File: src/design/icmp_echo_responder_assert.svh
// Assertion macros used by the ICMP echo responder top level
`ifndef ICMP_ECHO_RESPONDER_ASSERT_SVH
`define ICMP_ECHO_RESPONDER_ASSERT_SVH

// Same-cycle implication, checked on every rising edge outside reset
`define ICMP_ER_ASSERT_IMP(lbl, ante, cons) \
  lbl: assert property (@(posedge clk) disable iff (!rst_n) (ante) |-> (cons)) \
    else $error("icmp_er: same-cycle check failed");

// Next-cycle implication, checked on every rising edge outside reset
`define ICMP_ER_ASSERT_NXT(lbl, ante, cons) \
  lbl: assert property (@(posedge clk) disable iff (!rst_n) (ante) |=> (cons)) \
    else $error("icmp_er: next-cycle check failed");

`endif

File: src/design/icmp_er_pkg.sv
// Types, constants and helper functions of the ICMP echo responder
package icmp_er_pkg;

  localparam int HDR_LEN = 42;
  localparam int POS_W   = 6;

  localparam logic [POS_W-1:0] HDR_LEN_POS  = 6'd42;
  localparam logic [POS_W-1:0] HDR_LAST_POS = 6'd41;

  // Header byte positions
  localparam logic [POS_W-1:0] POS_SRC_MAC   = 6'd6;
  localparam logic [POS_W-1:0] POS_MAC_END   = 6'd12;
  localparam logic [POS_W-1:0] POS_ETYPE_HI  = 6'd12;
  localparam logic [POS_W-1:0] POS_ETYPE_LO  = 6'd13;
  localparam logic [POS_W-1:0] POS_PROTO     = 6'd23;
  localparam logic [POS_W-1:0] POS_SRC_IP    = 6'd26;
  localparam logic [POS_W-1:0] POS_IP_END    = 6'd34;
  localparam logic [POS_W-1:0] POS_ICMP_TYPE = 6'd34;
  localparam logic [POS_W-1:0] POS_CSUM_HI   = 6'd36;
  localparam logic [POS_W-1:0] POS_CSUM_LO   = 6'd37;

  localparam logic [15:0] ETHERTYPE_IPV4    = 16'h0800;
  localparam logic [7:0]  PROTO_ICMP        = 8'd1;
  localparam logic [7:0]  ICMP_TYPE_REQUEST = 8'd8;
  localparam logic [7:0]  ICMP_TYPE_REPLY   = 8'd0;
  localparam logic [15:0] CSUM_OLD_WORD     = 16'h0800;

  localparam logic [1:0] VERDICT_FORWARD = 2'd0;
  localparam logic [1:0] VERDICT_REPLY   = 2'd1;
  localparam logic [1:0] VERDICT_DROP    = 2'd2;
  localparam logic [1:0] VERDICT_RSVD    = 2'd3;

  // Configuration register indexes
  localparam int CFG_IDX_W = 1;
  localparam logic [CFG_IDX_W-1:0] REG_SRIOV_ENABLE   = 1'd0;
  localparam logic [CFG_IDX_W-1:0] REG_SRIOV_DEST_MAC = 1'd1;

  // One queue entry: a header burst command or a body byte
  typedef struct packed {
    logic             is_hdr;
    logic [7:0]       data;
    logic             last;
    logic [1:0]       verdict;
    logic [POS_W-1:0] end_idx;
  } q_entry_t;

  // Header buffer write port
  typedef struct packed {
    logic             en;
    logic [POS_W-1:0] addr;
    logic [7:0]       data;
  } hdr_wr_t;

  // Header fields captured for the rewrite
  typedef struct packed {
    logic [11:0][7:0] mac;
    logic [7:0][7:0]  ip;
    logic [15:0]      csum;
  } hdr_cap_t;

  // Front status seen by the top level
  typedef struct packed {
    logic busy;
    logic hdr_phase;
  } fe_status_t;

  // Incremental ICMP checksum update for type 8 -> type 0
  function automatic logic [15:0] csum_reply(input logic [15:0] c);
    logic [16:0] sum;
    logic [15:0] r;
    sum = {1'b0, ~c} + {1'b0, ~CSUM_OLD_WORD};
    r   = sum[15:0] + {15'd0, sum[16]};
    return ~r;
  endfunction

endpackage

File: src/design/icmp_er_queue.sv
// Short FIFO between the frame front end and the emitter
module icmp_er_queue #(
  parameter int DEPTH = 4
) (
  input  logic                  clk,
  input  logic                  rst_n,
  input  logic                  push,
  input  icmp_er_pkg::q_entry_t wdata,
  input  logic                  pop,
  output icmp_er_pkg::q_entry_t head,
  output logic                  nonempty,
  output logic                  full
);

  localparam int PTR_W = (DEPTH > 1) ? $clog2(DEPTH) : 1;
  localparam int CNT_W = $clog2(DEPTH + 1);

  icmp_er_pkg::q_entry_t entries_r [DEPTH];
  logic [PTR_W-1:0] wr_ptr_r, rd_ptr_r;
  logic [CNT_W-1:0] count_r;

  assign nonempty = (count_r != '0);
  assign full     = (count_r == CNT_W'(DEPTH));
  assign head     = entries_r[rd_ptr_r];

  // Store pushed entries
  always_ff @(posedge clk) begin
    if (push) begin
      entries_r[wr_ptr_r] <= wdata;
    end
  end

  // Advance pointers and occupancy
  always_ff @(posedge clk) begin
    if (!rst_n) begin
      wr_ptr_r <= '0;
      rd_ptr_r <= '0;
      count_r  <= '0;
    end else begin
      if (push) begin
        wr_ptr_r <= (wr_ptr_r == PTR_W'(DEPTH - 1)) ? '0 : wr_ptr_r + 1'b1;
      end
      if (pop) begin
        rd_ptr_r <= (rd_ptr_r == PTR_W'(DEPTH - 1)) ? '0 : rd_ptr_r + 1'b1;
      end
      if (push && !pop) begin
        count_r <= count_r + 1'b1;
      end else if (pop && !push) begin
        count_r <= count_r - 1'b1;
      end
    end
  end

endmodule

File: src/design/icmp_er_front.sv
// Front end: collects header bytes, classifies the frame, queues work
module icmp_er_front (
  input  logic                    clk,
  input  logic                    rst_n,
  input  logic                    in_valid,
  input  logic [7:0]              in_frame_byte,
  input  logic                    in_frame_last,
  output logic                    in_stall,
  input  logic                    q_full,
  output logic                    q_push,
  output icmp_er_pkg::q_entry_t   q_wdata,
  output icmp_er_pkg::hdr_wr_t    hdr_wr,
  output icmp_er_pkg::hdr_cap_t   cap,
  output icmp_er_pkg::fe_status_t status,
  input  logic                    hdr_done
);

  logic [icmp_er_pkg::POS_W-1:0] pos_r;
  logic [1:0]                    verd_r;
  logic                          busy_r;
  icmp_er_pkg::hdr_cap_t         cap_r;
  logic [15:0]                   etype_r;
  logic [7:0]                    proto_r;
  logic [7:0]                    icmp_type_r;

  logic                          hdr_phase;
  logic                          accept;
  logic [1:0]                    verd_new;
  logic [icmp_er_pkg::POS_W-1:0] ip_off;

  assign hdr_phase = (pos_r < icmp_er_pkg::HDR_LEN_POS);
  assign in_stall  = q_full || (hdr_phase && busy_r);
  assign accept    = in_valid && !in_stall;
  assign ip_off    = pos_r - icmp_er_pkg::POS_SRC_IP;

  assign cap    = cap_r;
  assign status = '{busy: busy_r, hdr_phase: hdr_phase};

  // Classify from the captured header fields
  always_comb begin
    priority if (etype_r != icmp_er_pkg::ETHERTYPE_IPV4) begin
      verd_new = icmp_er_pkg::VERDICT_DROP;
    end else if (proto_r != icmp_er_pkg::PROTO_ICMP ||
                 icmp_type_r != icmp_er_pkg::ICMP_TYPE_REQUEST) begin
      verd_new = icmp_er_pkg::VERDICT_FORWARD;
    end else begin
      verd_new = icmp_er_pkg::VERDICT_REPLY;
    end
  end

  // Header buffer write and queue push
  always_comb begin
    hdr_wr.en   = accept && hdr_phase;
    hdr_wr.addr = pos_r;
    hdr_wr.data = in_frame_byte;

    q_push          = 1'b0;
    q_wdata.is_hdr  = 1'b0;
    q_wdata.data    = in_frame_byte;
    q_wdata.last    = in_frame_last;
    q_wdata.verdict = verd_r;
    q_wdata.end_idx = pos_r;
    if (accept) begin
      if (!hdr_phase) begin
        q_push = 1'b1;
      end else if (pos_r == icmp_er_pkg::HDR_LAST_POS) begin
        q_push          = 1'b1;
        q_wdata.is_hdr  = 1'b1;
        q_wdata.data    = '0;
        q_wdata.verdict = verd_new;
      end else if (in_frame_last) begin
        q_push          = 1'b1;
        q_wdata.is_hdr  = 1'b1;
        q_wdata.data    = '0;
        q_wdata.verdict = icmp_er_pkg::VERDICT_DROP;
      end
    end
  end

  // Capture fields needed for classification and rewrite
  always_ff @(posedge clk) begin
    if (accept && hdr_phase) begin
      if (pos_r < icmp_er_pkg::POS_MAC_END) begin
        cap_r.mac[pos_r[3:0]] <= in_frame_byte;
      end
      if (pos_r >= icmp_er_pkg::POS_SRC_IP && pos_r < icmp_er_pkg::POS_IP_END) begin
        cap_r.ip[ip_off[2:0]] <= in_frame_byte;
      end
      if (pos_r == icmp_er_pkg::POS_ETYPE_HI) begin
        etype_r[15:8] <= in_frame_byte;
      end
      if (pos_r == icmp_er_pkg::POS_ETYPE_LO) begin
        etype_r[7:0] <= in_frame_byte;
      end
      if (pos_r == icmp_er_pkg::POS_PROTO) begin
        proto_r <= in_frame_byte;
      end
      if (pos_r == icmp_er_pkg::POS_ICMP_TYPE) begin
        icmp_type_r <= in_frame_byte;
      end
      if (pos_r == icmp_er_pkg::POS_CSUM_HI) begin
        cap_r.csum[15:8] <= in_frame_byte;
      end
      if (pos_r == icmp_er_pkg::POS_CSUM_LO) begin
        cap_r.csum[7:0] <= in_frame_byte;
      end
    end
  end

  // Track byte position, frame verdict and header ownership
  always_ff @(posedge clk) begin
    if (!rst_n) begin
      pos_r  <= '0;
      verd_r <= icmp_er_pkg::VERDICT_FORWARD;
      busy_r <= 1'b0;
    end else begin
      if (hdr_done) begin
        busy_r <= 1'b0;
      end
      if (accept) begin
        if (!hdr_phase) begin
          if (in_frame_last) begin
            pos_r <= '0;
          end
        end else if (pos_r == icmp_er_pkg::HDR_LAST_POS) begin
          verd_r <= verd_new;
          busy_r <= 1'b1;
          pos_r  <= in_frame_last ? '0 : icmp_er_pkg::HDR_LEN_POS;
        end else if (in_frame_last) begin
          verd_r <= icmp_er_pkg::VERDICT_DROP;
          busy_r <= 1'b1;
          pos_r  <= '0;
        end else begin
          pos_r <= pos_r + 1'b1;
        end
      end
    end
  end

endmodule

File: src/design/icmp_er_back.sv
// Back end: header buffer, header replay with rewrite, output register
module icmp_er_back (
  input  logic                  clk,
  input  logic                  rst_n,
  input  logic                  q_nonempty,
  input  icmp_er_pkg::q_entry_t q_head,
  output logic                  q_pop,
  input  icmp_er_pkg::hdr_wr_t  hdr_wr,
  input  icmp_er_pkg::hdr_cap_t cap,
  input  logic                  sriov_enable,
  input  logic [47:0]           sriov_dest_mac,
  output logic                  hdr_done,
  output logic                  out_valid,
  input  logic                  out_stall,
  output logic [7:0]            out_byte,
  output logic                  out_last,
  output logic [1:0]            out_verdict
);

  logic [7:0] hdr_mem [icmp_er_pkg::HDR_LEN];
  logic [7:0] rd_r;

  // Header replay sequencer
  logic                          hdr_act_r;
  logic [icmp_er_pkg::POS_W-1:0] hdr_idx_r;
  logic [icmp_er_pkg::POS_W-1:0] hdr_end_r;
  logic                          hdr_last_r;
  logic [1:0]                    hdr_verd_r;

  // Read stage
  logic                          b_valid_r;
  logic                          b_is_hdr_r;
  logic [icmp_er_pkg::POS_W-1:0] b_idx_r;
  logic [7:0]                    b_byte_r;
  logic                          b_last_r;
  logic                          b_final_r;
  logic [1:0]                    b_verd_r;

  // Output register
  logic       out_valid_r;
  logic [7:0] out_byte_r;
  logic       out_last_r;
  logic [1:0] out_verd_r;

  logic       out_adv, b_adv, hdr_at_end;
  logic [7:0] hdr_byte;
  logic [3:0] mac_sel;
  logic [icmp_er_pkg::POS_W-1:0] ip_off;
  logic [2:0] ip_sel;
  logic [2:0] cfg_sel;
  logic [5:0][7:0] cfg_mac;
  logic [15:0] csum_new;

  assign out_adv    = !out_valid_r || !out_stall;
  assign b_adv      = !b_valid_r || out_adv;
  assign q_pop      = b_adv && !hdr_act_r && q_nonempty;
  assign hdr_at_end = (hdr_idx_r == hdr_end_r);
  assign hdr_done   = out_adv && b_valid_r && b_is_hdr_r && b_final_r;

  assign out_valid   = out_valid_r;
  assign out_byte    = out_byte_r;
  assign out_last    = out_last_r;
  assign out_verdict = out_verd_r;

  // Header buffer write
  always_ff @(posedge clk) begin
    if (hdr_wr.en) begin
      hdr_mem[hdr_wr.addr] <= hdr_wr.data;
    end
  end

  // Header buffer registered read
  always_ff @(posedge clk) begin
    if (b_adv) begin
      rd_r <= hdr_mem[hdr_idx_r];
    end
  end

  // Step through a header burst or pass a body byte into the read stage
  always_ff @(posedge clk) begin
    if (!rst_n) begin
      hdr_act_r <= 1'b0;
      b_valid_r <= 1'b0;
    end else if (b_adv) begin
      if (hdr_act_r) begin
        b_valid_r <= 1'b1;
        if (hdr_at_end) begin
          hdr_act_r <= 1'b0;
        end
      end else if (q_pop && !q_head.is_hdr) begin
        b_valid_r <= 1'b1;
      end else begin
        b_valid_r <= 1'b0;
        if (q_pop) begin
          hdr_act_r <= 1'b1;
        end
      end
    end
  end

  // Read stage payload and burst bookkeeping
  always_ff @(posedge clk) begin
    if (b_adv) begin
      if (hdr_act_r) begin
        b_is_hdr_r <= 1'b1;
        b_idx_r    <= hdr_idx_r;
        b_byte_r   <= '0;
        b_last_r   <= hdr_at_end && hdr_last_r;
        b_final_r  <= hdr_at_end;
        b_verd_r   <= hdr_verd_r;
        hdr_idx_r  <= hdr_idx_r + 1'b1;
      end else begin
        b_is_hdr_r <= 1'b0;
        b_idx_r    <= '0;
        b_byte_r   <= q_head.data;
        b_last_r   <= q_head.last;
        b_final_r  <= 1'b0;
        b_verd_r   <= q_head.verdict;
        if (q_pop) begin
          hdr_idx_r  <= '0;
          hdr_end_r  <= q_head.end_idx;
          hdr_last_r <= q_head.last;
          hdr_verd_r <= q_head.verdict;
        end
      end
    end
  end

  // Rewrite one header byte by its position, the frame verdict and the SR-IOV enable
  assign mac_sel  = (b_idx_r < icmp_er_pkg::POS_SRC_MAC) ? b_idx_r[3:0] + 4'd6
                                                         : b_idx_r[3:0] - 4'd6;
  assign ip_off   = b_idx_r - icmp_er_pkg::POS_SRC_IP;
  assign ip_sel   = ip_off[2:0] ^ 3'b100;
  assign cfg_sel  = 3'd5 - b_idx_r[2:0];
  assign cfg_mac  = sriov_dest_mac;
  assign csum_new = icmp_er_pkg::csum_reply(cap.csum);

  always_comb begin
    hdr_byte = rd_r;
    unique case (b_verd_r)
      icmp_er_pkg::VERDICT_FORWARD: begin
        if (sriov_enable) begin
          if (b_idx_r < icmp_er_pkg::POS_SRC_MAC) begin
            hdr_byte = cfg_mac[cfg_sel];
          end else if (b_idx_r < icmp_er_pkg::POS_MAC_END) begin
            hdr_byte = cap.mac[mac_sel];
          end
        end
      end
      icmp_er_pkg::VERDICT_REPLY: begin
        priority if (b_idx_r < icmp_er_pkg::POS_MAC_END) begin
          hdr_byte = cap.mac[mac_sel];
        end else if (b_idx_r >= icmp_er_pkg::POS_SRC_IP &&
                     b_idx_r < icmp_er_pkg::POS_IP_END) begin
          hdr_byte = cap.ip[ip_sel];
        end else if (b_idx_r == icmp_er_pkg::POS_ICMP_TYPE) begin
          hdr_byte = icmp_er_pkg::ICMP_TYPE_REPLY;
        end else if (b_idx_r == icmp_er_pkg::POS_CSUM_HI) begin
          hdr_byte = csum_new[15:8];
        end else if (b_idx_r == icmp_er_pkg::POS_CSUM_LO) begin
          hdr_byte = csum_new[7:0];
        end else begin
          hdr_byte = rd_r;
        end
      end
      default: begin
        hdr_byte = rd_r;
      end
    endcase
  end

  // Output register
  always_ff @(posedge clk) begin
    if (!rst_n) begin
      out_valid_r <= 1'b0;
    end else if (out_adv) begin
      out_valid_r <= b_valid_r;
    end
  end

  always_ff @(posedge clk) begin
    if (out_adv) begin
      out_byte_r <= b_is_hdr_r ? hdr_byte : b_byte_r;
      out_last_r <= b_last_r;
      out_verd_r <= b_verd_r;
    end
  end

endmodule

File: src/design/icmp_echo_responder.sv
// Top level of the ICMP echo responder: configuration, front, queue, back
//
//   Channel  Direction  Handshake             Transaction
//   in_      input      in_valid / in_stall   one frame byte and last flag
//   out_     output     out_valid / out_stall one frame byte, last flag, verdict
//   cfg_     input      cfg_valid / cfg_ready register index and write data
//
// Frame bytes are taken one per cycle unless stalled. The first 42 bytes fill the
// header buffer; the header leaves via the replay sequencer, read stage and output
// register one byte per cycle unless out_stall, and body bytes follow it.
// The next frame's header bytes wait until the previous header's last byte has
// entered the output register, since the header buffer holds one header at a time.
// Reset is synchronous; no clearing pass is needed. out_stall holds only the
// emitter; the front keeps taking body bytes until the queue fills.
`include "icmp_echo_responder_assert.svh"

module icmp_echo_responder #(
  parameter int QUEUE_DEPTH = 4
) (
  input  logic                              clk,
  input  logic                              rst_n,
  input  logic                              in_valid,
  output logic                              in_stall,
  input  logic [7:0]                        in_frame_byte,
  input  logic                              in_frame_last,
  output logic                              out_valid,
  input  logic                              out_stall,
  output logic [7:0]                        out_byte,
  output logic                              out_last,
  output logic [1:0]                        out_verdict,
  input  logic                              cfg_valid,
  output logic                              cfg_ready,
  input  logic [icmp_er_pkg::CFG_IDX_W-1:0] cfg_index,
  input  logic [47:0]                       cfg_data
);

  logic                    sriov_enable_r;
  logic [47:0]             sriov_dest_mac_r;

  logic                    q_push, q_pop, q_full, q_nonempty;
  icmp_er_pkg::q_entry_t   q_wdata, q_head;
  icmp_er_pkg::hdr_wr_t    hdr_wr;
  icmp_er_pkg::hdr_cap_t   cap;
  icmp_er_pkg::fe_status_t fe_status;
  logic                    hdr_done;

  assign cfg_ready = 1'b1;

  // Configuration registers
  always_ff @(posedge clk) begin
    if (!rst_n) begin
      sriov_enable_r   <= 1'b0;
      sriov_dest_mac_r <= '0;
    end else if (cfg_valid && cfg_ready) begin
      unique case (cfg_index)
        icmp_er_pkg::REG_SRIOV_ENABLE:   sriov_enable_r   <= cfg_data[0];
        icmp_er_pkg::REG_SRIOV_DEST_MAC: sriov_dest_mac_r <= cfg_data;
        default: ;
      endcase
    end
  end

  icmp_er_front u_front (
    .clk           (clk),
    .rst_n         (rst_n),
    .in_valid      (in_valid),
    .in_frame_byte (in_frame_byte),
    .in_frame_last (in_frame_last),
    .in_stall      (in_stall),
    .q_full        (q_full),
    .q_push        (q_push),
    .q_wdata       (q_wdata),
    .hdr_wr        (hdr_wr),
    .cap           (cap),
    .status        (fe_status),
    .hdr_done      (hdr_done)
  );

  icmp_er_queue #(
    .DEPTH (QUEUE_DEPTH)
  ) u_queue (
    .clk      (clk),
    .rst_n    (rst_n),
    .push     (q_push),
    .wdata    (q_wdata),
    .pop      (q_pop),
    .head     (q_head),
    .nonempty (q_nonempty),
    .full     (q_full)
  );

  icmp_er_back u_back (
    .clk            (clk),
    .rst_n          (rst_n),
    .q_nonempty     (q_nonempty),
    .q_head         (q_head),
    .q_pop          (q_pop),
    .hdr_wr         (hdr_wr),
    .cap            (cap),
    .sriov_enable   (sriov_enable_r),
    .sriov_dest_mac (sriov_dest_mac_r),
    .hdr_done       (hdr_done),
    .out_valid      (out_valid),
    .out_stall      (out_stall),
    .out_byte       (out_byte),
    .out_last       (out_last),
    .out_verdict    (out_verdict)
  );

  // Never push into a full queue
  `ICMP_ER_ASSERT_IMP(a_no_push_when_full, q_push, !q_full)
  // A header burst only finishes while the front owns a pending header
  `ICMP_ER_ASSERT_IMP(a_hdr_done_owned, hdr_done, fe_status.busy)
  // Header buffer is never written while a header is being replayed
  `ICMP_ER_ASSERT_IMP(a_no_hdr_overwrite, hdr_wr.en, !fe_status.busy)
  // Only defined verdicts leave the block
  `ICMP_ER_ASSERT_IMP(a_verdict_legal, out_valid, out_verdict != icmp_er_pkg::VERDICT_RSVD)

endmodule
File: config.mk
export PLATFORM = sky130hd
export DESIGN_NAME = icmp_echo_responder
export DESIGN_NICKNAME = d
export VERILOG_FILES = /design/src/design/icmp_er_pkg.sv /design/src/design/icmp_er_queue.sv /design/src/design/icmp_er_front.sv /design/src/design/icmp_er_back.sv /design/src/design/icmp_echo_responder.sv
export VERILOG_INCLUDE_DIRS = /design/src /design/src/design
export SDC_FILE = /design/constraint.sdc
export NUM_CORES = 1
export LEC_CHECK = 0
export ABC_AREA = 1
export BUFFER_PORTS_ARGS = -buffer_cell sky130_fd_sc_hd__buf_2
export CORE_ASPECT_RATIO = 0.9
export CORE_UTILIZATION = 40
export DETAILED_ROUTE_END_ITERATION = 10
export PLACE_DENSITY = 0.53
export SLEW_MARGIN = 20
export SYNTH_ARGS = -nofsm -noshare
export SYNTH_HDL_FRONTEND = slang
export SYNTH_SLANG_ARGS = --single-unit
File: constraint.sdc
create_clock -name clk -period 3.1 [get_ports clk]
set_input_delay 0.31 -clock clk [delete_from_list [all_inputs] [get_ports clk]]
set_output_delay 0.31 -clock clk [all_outputs]
set_load 0.005 [all_outputs]
# After elaboration in Yosys (flattened, before gate mapping)
# Memory sizes are Yosys's and may differ from the RTL's. A register that Yosys moved wholly into a read port is not among the register bits.
# Cells that the tools add are included.
[op_classes]
n_addsub = 13
bitwise_logic = 5
n_lt_le_gt_ge = 15
n_eq_ne = 18
muxes = 68
n_reduce_logical = 46
[op_table]
columns = ["cell", "count"]
rows = [
  ["2-to-1 mux 8 bit", 14],
  ["bitwise mux 96 bit", 1],
  ["bitwise mux 64 bit", 1],
  ["binary-select mux 8 bit (select 3 bit)", 2],
  ["equality test 6 bit, second input constant", 7],
  ["2-to-1 mux 6 bit", 7],
  ["2-to-1 mux 9 bit", 4],
  ["binary-select mux 8 bit (select 4 bit)", 1],
  ["demux 8 bit (select 4 bit)", 1],
  ["inverter 16 bit", 2],
  ["demux 8 bit (select 3 bit)", 1],
  ["AND reduction 2 bit", 12],
  ["2-to-1 mux 1 bit", 22],
  ["2-to-1 mux 2 bit", 10],
  ["< comparator 6 bit, second input constant", 3],
  ["adder 16 x 16 -> 17 bit, second input constant", 1],
  ["adder 16 x 1 -> 16 bit", 1],
  ["logical AND 1 bit", 16],
  ["!= test 16 x 12 -> 1 bit, second input constant", 1],
  ["one-hot mux 8 bit (2 select lines)", 1],
  ["adder 6 x 1 -> 6 bit, second input constant", 2],
  ["equality test 6 x 4 -> 1 bit, second input constant", 2],
  ["greater-or-equal comparator 6 x 5 -> 1 bit, second input constant", 2],
  ["< comparator 3 x 4 -> 1 bit, second input constant", 3],
  ["other kinds (28)", 48],
]
[totals]
n_memories = 2
output_inout_bits = 14
word_cells = 217
reg_bits = 321
ram_bits = 408
[mem_list]
columns = ["memory", "depth", "width", "rd", "rd_ports_with_merged_regs", "write_ports", "line", "rtl"]
rows = [
  ["u_back.hdr_mem", 42, 8, 1, 1, 1, "icmp_er_back.sv:20", "logic [7:0] hdr_mem [icmp_er_pkg::HDR_LEN];"],
  ["u_queue.entries_r", 4, 18, 1, 1, 1, "icmp_er_queue.sv:18", "icmp_er_pkg::q_entry_t entries_r [DEPTH];"],
]

# Logic depth before layout (Yosys ltp)
[depth]
depth_word = 11
depth_mapped = 22
ltp_nobuf = 22

# Modules after synthesis
# A second synthesis with hierarchy kept.
[hier_totals]
cells_unflattened = 2683
area_unflattened_um2 = 31132.4
[modules_own_cells]
columns = ["module", "area_per_inst_um2", "cells_per_inst", "n_inst", "seq_area_each_um2"]
rows = [
  ["icmp_er_back", 18569.1, 1808, 1, 11741.3],
  ["icmp_er_front", 7493.4, 417, 1, 6426.2],
  ["icmp_er_queue", 3190.6, 234, 1, 2342.2],
  ["icmp_echo_responder", 1879.3, 224, 1, 980.9],
]

# Least setup slack after synthesis
# Ideal clock, no wire load.
[synth_timing]
path_type = "register to register"
start = "register u_back.b_idx_r[1] (netlist bit)"
end = "register u_back.out_byte_r[4] (netlist: u_back.out_byte[4]) (data pin)"
stages_incl_launch_ff = 17
required_ns = 2.843
path_buffers = 2
setup_ns = 0.257
t_arrival_ns = 2.821
setup_slack_ns = 0.022
cell_sequence = "edfxtp_1 > inv_2 > o211ai_2 > buf_4 > clkinv_1 > fa_1 > inv_1 > clkbuf_1 > nor2_1 > o211ai_1 > nand2_1 > a21oi_1 > nand2_1 > nand3_1 > nand2_1 > a21oi_1 > a21oi_2"
[synth_between]
elab_chain_len = 9
word_cells_on_any_way = 30
cone_classes = "4 x add/sub; 4 x order compare; 3 x eq/ne; 17 x mux; 1 x bitwise; 1 x reduce/logical"
[synth_rtl]
columns = ["item", "line", "rtl"]
rows = [
  ["start: declaration", "icmp_er_back.sv:33", "logic [icmp_er_pkg::POS_W-1:0] b_idx_r;"],
  ["start signal: assignment", "icmp_er_back.sv:106", "b_idx_r <= hdr_idx_r;"],
  ["< comparator 6 x 3 -> 1 bit (tied with other cells)", "icmp_er_back.sv:130, icmp_er_back.sv:143", ""],
  ["2-to-1 mux 4 bit", "icmp_er_back.sv:130", "assign mac_sel = (b_idx_r < icmp_er_pkg::POS_SRC_MAC) ? b_idx_r[3:0] + 4'd6"],
  ["binary-select mux 8 bit (select 4 bit)", "icmp_er_back.sv:146, icmp_er_back.sv:152", ""],
  ["2-to-1 mux 8 bit (not written as such)", "icmp_er_back.sv:146, icmp_er_back.sv:152", ""],
  ["2-to-1 mux 8 bit", "icmp_er_back.sv:145", "end else if (b_idx_r < icmp_er_pkg::POS_MAC_END) begin"],
  ["2-to-1 mux 8 bit", "icmp_er_back.sv:143", "if (b_idx_r < icmp_er_pkg::POS_SRC_MAC) begin"],
  ["2-to-1 mux 8 bit", "icmp_er_back.sv:142", "if (sriov_enable) begin"],
  ["one-hot mux 8 bit (2 select lines) (*)", "icmp_er_back.sv:140", "unique case (b_verd_r)"],
  ["2-to-1 mux 8 bit (*)", "icmp_er_back.sv:183", "out_byte_r <= b_is_hdr_r ? hdr_byte : b_byte_r;"],
  ["end signal: assignment", "icmp_er_back.sv:183", ""],
  ["end: declaration", "icmp_er_back.sv:41", "logic [7:0] out_byte_r;"],
]
# Mark *: on every way between the ends. The rest lies on a longest branch, timed or not. The select of a mux whose other input is x is not followed.
# A chain may end at the register's enable or synchronous reset.

# Worst setup path in the final report
[layout_timing]
start = "register u_back.b_idx_r[1] (netlist bit)"
end = "register u_back.out_byte_r[5] (netlist: u_back.out_byte[5]) (data pin)"
# The elaborated chain is that of the path after synthesis.

==> out/metrics.cfg <==
[critical_path]
crit_buf_inv=3
timing.rr.start=u_back.b_idx_r[1]$_SDFFCE_PN0N_
cpLargestDelayFamily=buffers and inverters
path_cells=buf_12 -> ha_1 -> inv_1 -> buf_4 -> nand2_1 -> a31oi_1 -> nand2_1 -> nand2_1 -> a21oi_1
startpoint=u_back.b_idx_r[1]$_SDFFCE_PN0N_
crit_fanout=51
cpMostUsedCell=nand2_1
rrSetupSlack_ns=0.19
cpPeakStageDelay_ns=0.58
crit_end=u_back.out_byte[5]$_DFFE_PP_
cp.depth=9
cp-end-kind=flip-flop
worst_ep_required_time_ns=3.48
cp_data_arrival_time_ns=3.29
setup.worst_path.start_class=flip-flop
slowest_stage=inv_1
reg2reg_to=u_back.out_byte[5]$_DFFE_PP_
reg2regPathDepth=9
crit_type=reg2reg

[timing]
max_slew_margin_pct=26.0
tightestPinTransition_ns=1.11
slew_violations=0
finalCritPeriodShare_pct=93.7
finalClockSkew_ns=0.0307
fmax_mhz=344
setup_slack_ns=0.194
hold_viol=0
setup_viol=0
period_needed_ns=2.91

[flow_run]
maxCapViolations=0

[synthesis]
synth_top_area_share_pct=65.5
synth_top_family_by_area=simple AND/OR/NAND/NOR gates
synth-simple-area-share_pct=14.1
synth_compound_area_share_pct=11.1
synth_seq_cells=739
synth_edf_count=669
synthXorXnorAreaFrac_pct=0.306
ys_seq_area_share_pct=70.1
synthFlopType=edfxtp_1
synth_fa_ha_area_share_pct=0.742
yosys_warnings=0
yosys.area.top_type=edfxtp_1
synthArstFlopShare_pct=0
synthTopCellsByArea=edfxtp_1, nor2_1, o21ai_0
netlist_area_um2=30700
synth_cells=2659
syn_nets=2739
syn_avg_cell_area_um2=11.5
synthMuxAreaShare_pct=0
synth_cell_types=55

[outcome]
status=finished clean

[grt]
grt_pass1_wl_mm=128
antenna_found_initial=0
grt_pass1_vias=20700
gr-total-overflow=0
grt_max_degree=118
grtUsageTotal_pct=21.9

[clock_tree]
cts_buffers=77
ctsHtreeMaxLevel=3
clk_latency_ns=0.64
cts_tree=yes
cts_root_buffer=clkbuf_16
clock_sinks=739
clockBufferDepth=3
cts.reportedPaths.clkPinSlew_ns=0.07

[floorplan]
fp.coreArea_um2=75200
die-area_um2=77800
fp.dieW_um=294
num_rows=95
initial_core_util_pct=40.8
die-height_um=265
ios=77

[hold_path]
hold_path_class=in2reg

[route]
vias=21300
drt_iter0_markers=1983
ant_nets=0
wl_per_cell_um=21.5
drc_errors=0
wl_mm=85.0
drt_pass1_iterations=5
routed_via_density=5.38

[layout]
area_growth_pct=16.8
nets=2948
stdcell_area_um2=35800
post_route_cells_drive_above_1_share_pct=13.3
n_antenna_cell=0
layout_common_cells=edfxtp_1, nor2_1, nand2_1, o21ai_0, buf_4
final_common_cell=edfxtp_1

[power]
ir_drop_mv=0.471
p_per_area_nw_per_um2=806
p_leak_nw=12.6
power.total_mw=28.9

[place]
placed_cell_area_um2=32900
dpl_worst_slack_ns=0.133
place_hpwl_mm=54.4
port_buffers=75
gp_congestion=0.883

[stage by stage]
step / hold slack, ns / std cells / utilization [%] / TNS, ns
5_1_grt: 0.170 / 3948 / 47.6 / -0.00211
2_1_floorplan: 0.400 / 2659 / - / 0
4_1_cts: 0.112 / 3945 / 47.6 / 0
3_5_place_dp: 0.406 / 3753 / 43.8 / 0
3_3_place_gp: 0.406 / 3753 / 43.8 / 0
6_report: 0.148 / 3948 / 47.6 / 0
[routing by layer]
metal	vias to the layer above	part of all wire [%]	GRT usage (%)
met3	120	5.9	3.09
met4	0	2.4	6.33
met1	10500	47	32.3
met2	658	45	33.6
li1	9971	-	-
met5	-	0	0
[how the worst min path moves through the flow]
stage	startpoint	endpoint	depth (start not counted)
floorplan	u_back.b_last_r$_DFFE_PN_	u_back.out_last$_DFFE_PP_	0
global placement	u_back.b_last_r$_DFFE_PN_	u_back.out_last$_DFFE_PP_	0
detailed placement	u_back.b_last_r$_DFFE_PN_	u_back.out_last$_DFFE_PP_	0
CTS	cfg_index	sriov_enable_r$_SDFFE_PN0P_	5
global route	out_stall	u_back.b_valid_r$_SDFFE_PN0N_	5
finish	cfg_index	sriov_enable_r$_SDFFE_PN0P_	5
[worst register-to-register path, cell delays in order (launching register included)]
cell	delay, ns
edfxtp_1	0.44
buf_12	0.21
ha_1	0.45
inv_1	0.59
buf_4	0.27
nand2_1	0.07
a31oi_1	0.41
nand2_1	0.10
nand2_1	0.07
a21oi_1	0.06
[cell type report]
type / instances / area, um2
tap: 1018 / 1270
clock inverter: 39 / 262
sequential: 739 / 21500
multi-input combinational: 1627 / 8070
timing repair buffer: 270 / 2080
inverter: 153 / 577
fill: 6793 / 39400
clock buffer: 102 / 2080
[where the power goes]
| part | internal [mW] | total (mW) | leakage [nW] | switching (mW) |
|---|---|---|---|---|
| Clock | 4.78 | 8.66 | 1.15 | 3.89 |
| Combinational | 2.47 | 8.29 | 4.70 | 5.82 |
| Sequential | 11.6 | 11.9 | 6.71 | 0.349 |
| Total | 18.8 | 28.9 | 12.6 | 10.1 |
[cells by family after synthesis]
kind of cell,count (synthesis)
AOI/OAI and AO/OA,575
adders and majority gates,17
and+or+nand+nor,1025
buffers and inverters,293
xor gates and xnor gates,9
DFF,739
other,1
[flip-flops by register name, summed over array words and instances, names as in the netlist, 2 cells and up, named ones only]
register             cells
sriov_dest_mac_r        48
u_back.b_byte_r          8
u_back.b_idx_r           6
u_back.b_verd_r          2
u_back.hdr_end_r         6
u_back.hdr_idx_r         6
u_back.hdr_mem         336
u_back.hdr_verd_r        2
u_back.out_byte          8
u_back.out_verdict       2
u_back.rd_r              8
u_front.cap            176
u_front.etype_r         16
u_front.icmp_type_r      8
u_front.pos_r            6
u_front.proto_r          8
u_front.verd_r           2
u_queue.count_r          3
u_queue.entries_r       72
u_queue.rd_ptr_r         2
u_queue.wr_ptr_r         2
[cells in the mapped netlist, types with 15 or more instances]
library cell  count
edfxtp_1        669
nor2_1          465
nand2_1         347
o21ai_0         293
inv_1           135
nand3_1         107
clkbuf_1         98
a21oi_1          88
dfxtp_1          70
o22ai_1          60
o221ai_1         55
nand4_1          33
buf_2            23
o211ai_1         23
nor3_1           21
buf_1            16
ha_1             15
[what timing repair did]
item                                    in CTS  in global routing
endpoints found under the hold margin       53                  0
endpoints found under the setup margin       0                 46
hold buffers                                51                  0
setup buffers                                0                  3
resized for setup                            0                  7
Power figures use the tool's default switching activity.
